## src/design/gidfe_pkg.sv

```systemverilog
`default_nettype none

package gidfe_pkg;

  // Default number of identifier characters kept per frame.
  localparam int MAX_ID_LEN_DEF = 11;

  // Fixed frame words.
  localparam logic [7:0] DETECT_WORD = 8'hA5;
  localparam logic [7:0] END_WORD    = 8'hD5;
  localparam logic [7:0] PAD_WORD    = 8'h00;
  localparam logic [7:0] TERM_CHAR   = 8'h00;

  // Sequencer states: collecting characters, then one state per frame section.
  typedef enum logic [3:0] {
    ST_IDLE,
    ST_SYNC,
    ST_ZERO,
    ST_CSUM,
    ST_LEN,
    ST_CHARS,
    ST_PAD0,
    ST_TAIL,
    ST_PAD1
  } state_t;

endpackage

`default_nettype wire

```

## src/design/gidfe_ram.sv

```systemverilog
`default_nettype none

module gidfe_ram #(
  parameter int WIDTH = 8,
  parameter int DEPTH = 11,
  localparam int AW = (DEPTH > 1) ? $clog2(DEPTH) : 1
) (
  input  wire logic             clk,
  input  wire logic             we,
  input  wire logic [AW-1:0]    waddr,
  input  wire logic [WIDTH-1:0] wdata,
  input  wire logic [AW-1:0]    raddr,
  output logic      [WIDTH-1:0] rdata
);

  logic [WIDTH-1:0] mem [DEPTH];

  // One write port and one registered read port.
  always_ff @(posedge clk) begin
    if (we) begin
      mem[waddr] <= wdata;
    end
    rdata <= mem[raddr];
  end

endmodule

`default_nettype wire

```

## src/design/game_id_frame_encoder.sv

```systemverilog
// Identifier frame encoder.
// The input channel (in_valid, in_stall, id_char) takes one character word per
// cycle while the block is collecting. Non-zero characters are stored, up to
// MAX_ID_LEN of them; later ones are dropped until a zero character arrives.
// A zero character ends the identifier and starts a frame on the output
// channel (out_valid, out_stall, frame_byte, frame_end): 0xA5, 0x00, checksum,
// length, the stored characters, 0x00, 0xD5, 0x00, with frame_end set on the
// last word. The frame is length+7 words long.
// After the terminator is taken the sequencer enters its first frame state,
// which loads 0xA5 into the output register; the sequencer then hands one
// word per cycle to the output register while the receiver does not stall.
// A stall holds the output word and freezes the sequencer. in_stall stays high
// from the terminator until the final word has been loaded into the output
// register; characters are taken again while that final word still waits.
// The checksum is the negated 8-bit sum of the length, the running character
// sum and 0xD5.
// Synchronous reset empties the character store and drops any pending word.
`default_nettype none

module game_id_frame_encoder #(
  parameter int MAX_ID_LEN = gidfe_pkg::MAX_ID_LEN_DEF
) (
  input  wire logic       clk,
  input  wire logic       rst,
  input  wire logic       in_valid,
  output logic            in_stall,
  input  wire logic [7:0] id_char,
  output logic            out_valid,
  input  wire logic       out_stall,
  output logic      [7:0] frame_byte,
  output logic            frame_end
);

  localparam int CNT_W = $clog2(MAX_ID_LEN + 1);
  localparam int IDX_W = (MAX_ID_LEN > 1) ? $clog2(MAX_ID_LEN) : 1;

  gidfe_pkg::state_t state, state_next;

  logic [CNT_W-1:0] char_count;
  logic [7:0]       running_sum;
  logic [IDX_W-1:0] rd_idx, rd_idx_next;
  logic [7:0]       rd_data;

  logic       load_ok;
  logic       emit;
  logic [7:0] emit_byte;
  logic       emit_last;
  logic       char_take;
  logic       term_take;
  logic       last_char;
  logic [7:0] sum_total;
  logic [7:0] checksum;

  // The output register can take a new word when empty or being drained.
  assign load_ok = !out_valid || !out_stall;

  assign char_take = (state == gidfe_pkg::ST_IDLE) && in_valid &&
                     (id_char != gidfe_pkg::TERM_CHAR) &&
                     (char_count < CNT_W'(MAX_ID_LEN));
  assign term_take = (state == gidfe_pkg::ST_IDLE) && in_valid &&
                     (id_char == gidfe_pkg::TERM_CHAR);

  assign last_char = ((CNT_W'(rd_idx) + CNT_W'(1)) == char_count);

  // Checksum covers length, characters and the three trailing words.
  assign sum_total = 8'(char_count) + running_sum + gidfe_pkg::END_WORD;
  assign checksum  = 8'(0) - sum_total;

  // Next state of the sequencer.
  always_comb begin
    state_next = state;
    case (state)
      gidfe_pkg::ST_IDLE: begin
        if (term_take) state_next = gidfe_pkg::ST_SYNC;
      end
      gidfe_pkg::ST_SYNC: begin
        if (load_ok) state_next = gidfe_pkg::ST_ZERO;
      end
      gidfe_pkg::ST_ZERO: begin
        if (load_ok) state_next = gidfe_pkg::ST_CSUM;
      end
      gidfe_pkg::ST_CSUM: begin
        if (load_ok) state_next = gidfe_pkg::ST_LEN;
      end
      gidfe_pkg::ST_LEN: begin
        if (load_ok) begin
          state_next = (char_count == '0) ? gidfe_pkg::ST_PAD0 : gidfe_pkg::ST_CHARS;
        end
      end
      gidfe_pkg::ST_CHARS: begin
        if (load_ok && last_char) state_next = gidfe_pkg::ST_PAD0;
      end
      gidfe_pkg::ST_PAD0: begin
        if (load_ok) state_next = gidfe_pkg::ST_TAIL;
      end
      gidfe_pkg::ST_TAIL: begin
        if (load_ok) state_next = gidfe_pkg::ST_PAD1;
      end
      gidfe_pkg::ST_PAD1: begin
        if (load_ok) state_next = gidfe_pkg::ST_IDLE;
      end
      default: state_next = gidfe_pkg::ST_IDLE;
    endcase
  end

  // Word selection and handshake outputs of the sequencer.
  always_comb begin
    emit        = 1'b0;
    emit_byte   = gidfe_pkg::PAD_WORD;
    emit_last   = 1'b0;
    in_stall    = 1'b1;
    rd_idx_next = rd_idx;
    case (state)
      gidfe_pkg::ST_IDLE: begin
        in_stall    = 1'b0;
        rd_idx_next = '0;
      end
      gidfe_pkg::ST_SYNC: begin
        emit      = load_ok;
        emit_byte = gidfe_pkg::DETECT_WORD;
      end
      gidfe_pkg::ST_ZERO: begin
        emit      = load_ok;
        emit_byte = gidfe_pkg::PAD_WORD;
      end
      gidfe_pkg::ST_CSUM: begin
        emit      = load_ok;
        emit_byte = checksum;
      end
      gidfe_pkg::ST_LEN: begin
        emit      = load_ok;
        emit_byte = 8'(char_count);
      end
      gidfe_pkg::ST_CHARS: begin
        emit      = load_ok;
        emit_byte = rd_data;
        if (load_ok) rd_idx_next = rd_idx + IDX_W'(1);
      end
      gidfe_pkg::ST_PAD0: begin
        emit      = load_ok;
        emit_byte = gidfe_pkg::PAD_WORD;
      end
      gidfe_pkg::ST_TAIL: begin
        emit      = load_ok;
        emit_byte = gidfe_pkg::END_WORD;
      end
      gidfe_pkg::ST_PAD1: begin
        emit      = load_ok;
        emit_byte = gidfe_pkg::PAD_WORD;
        emit_last = 1'b1;
      end
      default: begin
        emit = 1'b0;
      end
    endcase
  end

  // Character store; the read address runs one step ahead of rd_idx so that
  // rd_data always holds the entry that rd_idx points at.
  gidfe_ram #(
    .WIDTH(8),
    .DEPTH(MAX_ID_LEN)
  ) u_store (
    .clk  (clk),
    .we   (char_take),
    .waddr(char_count[IDX_W-1:0]),
    .wdata(id_char),
    .raddr(rd_idx_next),
    .rdata(rd_data)
  );

  // Sequencer, counters and running sum.
  always_ff @(posedge clk) begin
    if (rst) begin
      state       <= gidfe_pkg::ST_IDLE;
      char_count  <= '0;
      running_sum <= '0;
      rd_idx      <= '0;
    end else begin
      state  <= state_next;
      rd_idx <= rd_idx_next;
      if (char_take) begin
        char_count  <= char_count + CNT_W'(1);
        running_sum <= running_sum + id_char;
      end else if (state == gidfe_pkg::ST_PAD1 && load_ok) begin
        char_count  <= '0;
        running_sum <= '0;
      end
    end
  end

  // Output register.
  always_ff @(posedge clk) begin
    if (rst) begin
      out_valid <= 1'b0;
    end else if (emit) begin
      out_valid <= 1'b1;
    end else if (!out_stall) begin
      out_valid <= 1'b0;
    end
  end

  always_ff @(posedge clk) begin
    if (emit) begin
      frame_byte <= emit_byte;
      frame_end  <= emit_last;
    end
  end

endmodule

`default_nettype wire
```

## config.mk

```make
export PLATFORM = sky130hd
export DESIGN_NAME = game_id_frame_encoder
export DESIGN_NICKNAME = d
export VERILOG_FILES = /design/src/design/gidfe_pkg.sv /design/src/design/gidfe_ram.sv /design/src/design/game_id_frame_encoder.sv
export SDC_FILE = /design/constraint.sdc
export NUM_CORES = 1
export LEC_CHECK = 0
export BUFFER_PORTS_ARGS = -buffer_cell sky130_fd_sc_hd__buf_2
export CAP_MARGIN = 30
export CORE_MARGIN = 2
export CORE_UTILIZATION = 40
export CTS_CLUSTER_DIAMETER = 200
export CTS_CLUSTER_SIZE = 40
export DETAILED_ROUTE_END_ITERATION = 12
export PLACE_DENSITY = 0.67
export RECOVER_POWER = 100
export SLEW_MARGIN = 0
export SYNTH_ARGS = -nofsm -noshare
export SYNTH_HDL_FRONTEND = slang
export SYNTH_HIERARCHICAL = 1
export SYNTH_SLANG_ARGS = --single-unit
export TNS_END_PERCENT = 50
```

## constraint.sdc

```tcl
create_clock -name clk -period 3.8 [get_ports clk]
set_clock_uncertainty 0.15 [all_clocks]
set_input_delay 1.14 -clock clk [delete_from_list [all_inputs] [get_ports clk]]
set_output_delay 1.14 -clock clk [all_outputs]
set_load 0.05 [all_outputs]
```

# Word-level counts from Yosys, hierarchy flattened
# Memory sizes are Yosys's and may differ from the RTL's. A register that Yosys moved wholly into a read port is not among the register bits.
# Index checks and enable logic that the tools add are counted.
# totals
elab_cells	75
output_inout_bits	11
reg_bits	30
inputBits	12
ramBits	88
mem_count	1
# op_classes
add_sub_neg	6
n_reduce_logical	16
order_cmp	1
mux	25
n_eq_ne	19
# mem_list
memory	words	width	rd	rd_clocked_by_memory_dff	wr	line_no	rtl
u_store.mem	11	8	1	1	1	gidfe_ram.sv:16	logic [WIDTH-1:0] mem [DEPTH];
# ops
operator	count
4-bit 2-to-1 mux	12
8-bit one-hot mux with 5 select lines	1
4-bit one-hot mux with 9 select lines	1
2-bit != test, second input constant	9
4-bit by 3-bit == test with 1-bit output, second input constant	4
8-bit 2-to-1 mux	2
9-bit AND reduction	1
4-bit by 1-bit adder with 4-bit output, second input constant	2
4-bit by 8-bit adder with 8-bit output	1
8-bit adder	1
8-bit adder, second input constant	1
4-bit by 2-bit == test with 1-bit output, second input constant	2
4-bit logical NOT	2
8-bit logical NOT	1
4-bit one-hot mux with 2 select lines	1
8-bit nonzero test	1
8-bit OR reduction	1
1-bit by 8-bit subtractor with 8-bit output, first input constant	1
1-bit 2-to-1 mux	7
1-bit logical AND	6
4-bit by 1-bit == test with 1-bit output, second input constant	1
4-bit == test	1
4-bit == test, second input constant	1
4-bit < comparator, second input constant	1
other kinds (5)	6

# Logic depth before layout (Yosys ltp)
# depth
ltp_word	6
ltp_mapped	10
depth_no_buf	10

# Hierarchy
# Netlist, hierarchy kept.
# modules_own_cells
mod	seq_area_each_um2	area_each_um2	instances	cells_per_inst
gidfe_ram	2802.7	3727.3	1	208
game_id_frame_encoder	690.7	2170.8	1	255

# Worst setup path after synthesis
# No wires, ideal clock.
# synth_timing
path_type	input to register
startpoint	input id_char[0]
endpoint	memory u_store.mem[0][0], enable pin
arrival_time_ps	3007
setup_slack_ps	260
cell_stages	5
n_path_buf	1
required_time_ps	3267
setup_ps	383
cell_sequence	nor4_1 > a2111oi_4 > buf_2 > or3b_2 > nor3_1
# synth_between
elab_chain_cells	5
# synth_rtl
element	line_no	rtl
start: declaration	game_id_frame_encoder.sv:27	input wire logic [7:0] id_char,
8-bit nonzero test	game_id_frame_encoder.sv:58	(id_char != gidfe_pkg::TERM_CHAR) &&
1-bit logical AND	game_id_frame_encoder.sv:57	assign char_take = (state == gidfe_pkg::ST_IDLE) && in_valid &&
1-bit logical AND	game_id_frame_encoder.sv:58	
named net char_take	game_id_frame_encoder.sv:48	logic char_take;
1-bit 2-to-1 mux	gidfe_ram.sv:20	if (we) begin
1-bit 2-to-1 mux (not written as such)	gidfe_ram.sv:21	mem[waddr] <= wdata;
end: declaration	gidfe_ram.sv:16	
# The timed path passes the listed nets, and every way through them passes these cells.

# Worst setup path in the final report
# layout_timing
startpoint	input id_char[2]
endpoint	memory u_store.mem[8][3], enable pin
# layout_between
elab_chain_cells	5
# layout_rtl
element	line_no
8-bit nonzero test	game_id_frame_encoder.sv:58
1-bit logical AND	game_id_frame_encoder.sv:57
1-bit logical AND	game_id_frame_encoder.sv:58
1-bit 2-to-1 mux	gidfe_ram.sv:20
1-bit 2-to-1 mux (not written as such)	gidfe_ram.sv:21
# Every way passes these cells.

==> results.toml <==
[clocking]
clk_pin_slew_ns = 0.05
cts_tree = "built"
clock_sinks = 126
clk_latency_ns = 0.41
root_buffer = "clkbuf_16"
clockBufferDepth = 2
postCtsSetupBuffers = 0
cts.hold.buffers_added = 0
cts_buffers = 17
cts_resized = 0
htree_levels = 4

[global_route]
gr-usage-all-layers_pct = 16.6
grt_pass1_vias = 3781
grt_pass1_wl_mm = 19.9
grt_antenna_before_repair = 0
overflow = 0
grt_max_degree = 42

[critical_path]
cp-start-kind = "input pin"
crit_chain = "clkbuf_1 > nor4_1 > clkbuf_1 > a2111oi_4 > buf_4 > nand3b_1 > nor3_1 > buf_4"
critPathMaxFanout = 16
crit_slowest_cell = "clkbuf_1"
cp_data_required_time_ns = 3.77
cp_top_family = "buffers and inverters"
max_stage_delay_ns = 0.51
cp_num_buf_inv = 4
worstSetupPathType = "in2reg"
cp-end-kind = "register"
worst_ep_arrival_time_ns = 3.38

[pwr]
power.density_nw_per_um2 = 602
leakagePower_uw = 0.00236
switching_share_pct = 30.8
power_switching_uw = 1260
p_clk_share_pct = 37.3
pwr-share-comb_pct = 20.7
internal_power_uw = 2830
ir_drop_mv = 0.477
p_seq_share_pct = 42.0

[sta]
setup_viol_count_final = 0
worstMarginPinSlew_ns = 0.869
finalMaxSlewViolations = 0
max_slew_margin_pct = 42.1
setup_tns_ns = 0
post-route-min-period_ns = 3.41
finalCritPeriodShare_pct = 89.8
hold_viol_final = 0
rsz0062_at_grt = "false"
fmax_ghz = 0.293

[die]
start_util_pct = 40.7
die_area_sq_um = 15700
fp.dieH_um = 125
design.core.area_sq_um = 14500
rows = 44
die_w_um = 125
io_pins = 23

[yosys]
synth_top_flop_cell = "edfxtp_1"
seq_area_frac_synth_pct = 59.2
syn-cell-area_sq_um = 5900
syn_avg_cell_area_sq_um = 12.7
syn_inst = 463
yosysWarnings = 6
synth_cell_type_count = 56
synthesis.nets = 497
async_flop_share_pct = 0
ys_ff_latch = 126
synth_enable_flop_cells = 97

[final_layout]
layout-drive-gt1-share_pct = 14.8
final_cell_mix = "edfxtp_1 (97), clkbuf_1 (32), nor2_1 (29), dfxtp_1 (29), mux2_2 (25)"
nets = 543
finalNonFillerCells = 706
layout_commonest_cell = "edfxtp_1"
areaGrowthSynthToFinish_pct = 15.4
n_antenna_cell = 0

[detailed_routing]
viasPerCell = 5.44
drt_iter0_drc = 344
drc = 0
routed_wl_mm = 12.8
wire_per_inst_um = 18.1
antenna_left = 0
vias = 3839
first_pass_iters = 5

[placed_design]
post-dp-hpwl_mm = 8.70
dp.cells = 674
portBuffers = 22
gp_congestion = 0.830

[run_status]
status = "complete, no violations"

[worst_hold_path]
hp-class = "reg2reg"

[run]
drv_cap = 0
## metal layers
layer	global-route usage, %	vias up	wire length (um)
met5	0	-	0
met4	5.62	0	150
met3	4.11	10	664
met2	27.1	102	6180
met1	21.8	1870	5780
li1	-	1857	-
## sequential cells by signal, summed over array words and instances (netlist names)
name	flops
state	4
u_store/mem	88
u_store/rdata	8
char_count	4
rd_idx	4
frame_end	1
out_valid	1
frame_byte	8
running_sum	8
## worst min-delay path, delay by kind of cell (launching register included)
| family | cells | cell delay (ns) |
|---|---|---|
| DFF | 1 | 0.34 |
| AOI/OAI and AO/OA | 1 | 0.08 |
| and+or+nand+nor | 1 | 0.07 |
## synthesized netlist by cell type (all sizes together), types with 2 or more instances
library cell | count | share of area (%)
xor2 | 7 | 1.0
mux2i | 18 | 3.1
nand4 | 2 | 0.21
o21ai | 16 | 1.4
a21o | 7 | 0.89
nor2 | 29 | 1.8
xnor2 | 6 | 0.89
nand3b | 6 | 0.76
and2 | 6 | 0.64
ha | 20 | 4.2
nand2b | 16 | 1.7
mux2 | 25 | 4.8
a22o | 8 | 1.2
fa | 2 | 0.68
o311ai | 2 | 0.30
a22oi | 6 | 0.76
dfxtp | 29 | 9.8
nor3 | 10 | 0.85
edfxtp | 97 | 49
buf | 13 | 1.8
nand2 | 21 | 1.3
a21oi | 20 | 1.7
inv | 20 | 1.3
clkbuf | 9 | 0.59
nor2b | 4 | 0.42
a2111oi | 4 | 0.91
o31ai | 9 | 1.1
a31oi | 6 | 0.64
nor4 | 3 | 0.32
o211ai | 9 | 1.1
or4 | 2 | 0.25
o22ai | 8 | 0.85
and3 | 2 | 0.21
a32oi | 2 | 0.30
o21a | 2 | 0.25
nand3 | 2 | 0.17
## final cells by class
class	count	area, sq um
fillers	1288	7670
flip-flops and latches	126	3490
multi-input cells	295	2190
clock buffers	18	429
repair buffers	49	256
well taps	184	230
clock inverters	14	133
inverters	20	75.1
## power by group through the flow
stage	Combinational, uW	Sequential, uW	Clock (uW)
after floorplan	536	1830	0
after global placement	841	1740	0
after detailed placement	856	1750	0
after CTS	865	1720	1550
after global routing	932	1740	1620
final	847	1720	1530
## logic make-up (layout without fill, tap and decap cells)
| kind of cell | Yosys count | count (layout) | synth area share [%] |
|---|---|---|---|
| compound gates | 107 | 107 | 12.6 |
| xor+xnor | 13 | 13 | 1.93 |
| fa+ha+maj | 22 | 22 | 4.92 |
| buf+inv | 42 | 101 | 3.69 |
| flops | 126 | 126 | 59.2 |
| mux | 43 | 43 | 7.83 |
| simple gates | 110 | 110 | 9.76 |
## final timing paths
kind	start	to	slack (ns)	cells past startpoint
min reg2reg	running_sum[7]	running_sum[7]	0.39	2
min	running_sum[7]	running_sum[7]	0.39	2
max	id_char[2]	u_store/mem[8][3]	0.39	8
max reg2reg	state[0]	u_store/rdata[2]	0.56	8
## metrics by stage
stage	worst slack (ns)	cell area, sq um	utilization (%)	hold WS [ns]	power (uW)
2_1_floorplan	0.260	5900	-	0.316	2370
3_3_place_gp	0.352	6310	43.6	0.368	2590
3_5_place_dp	0.340	6310	43.6	0.373	2600
4_1_cts	0.561	6870	47.5	0.382	4130
5_1_grt	0.284	6800	47.0	0.407	4290
6_report	0.386	6800	47.0	0.388	4090
No activity file was read; power rests on OpenSTA's default activity.
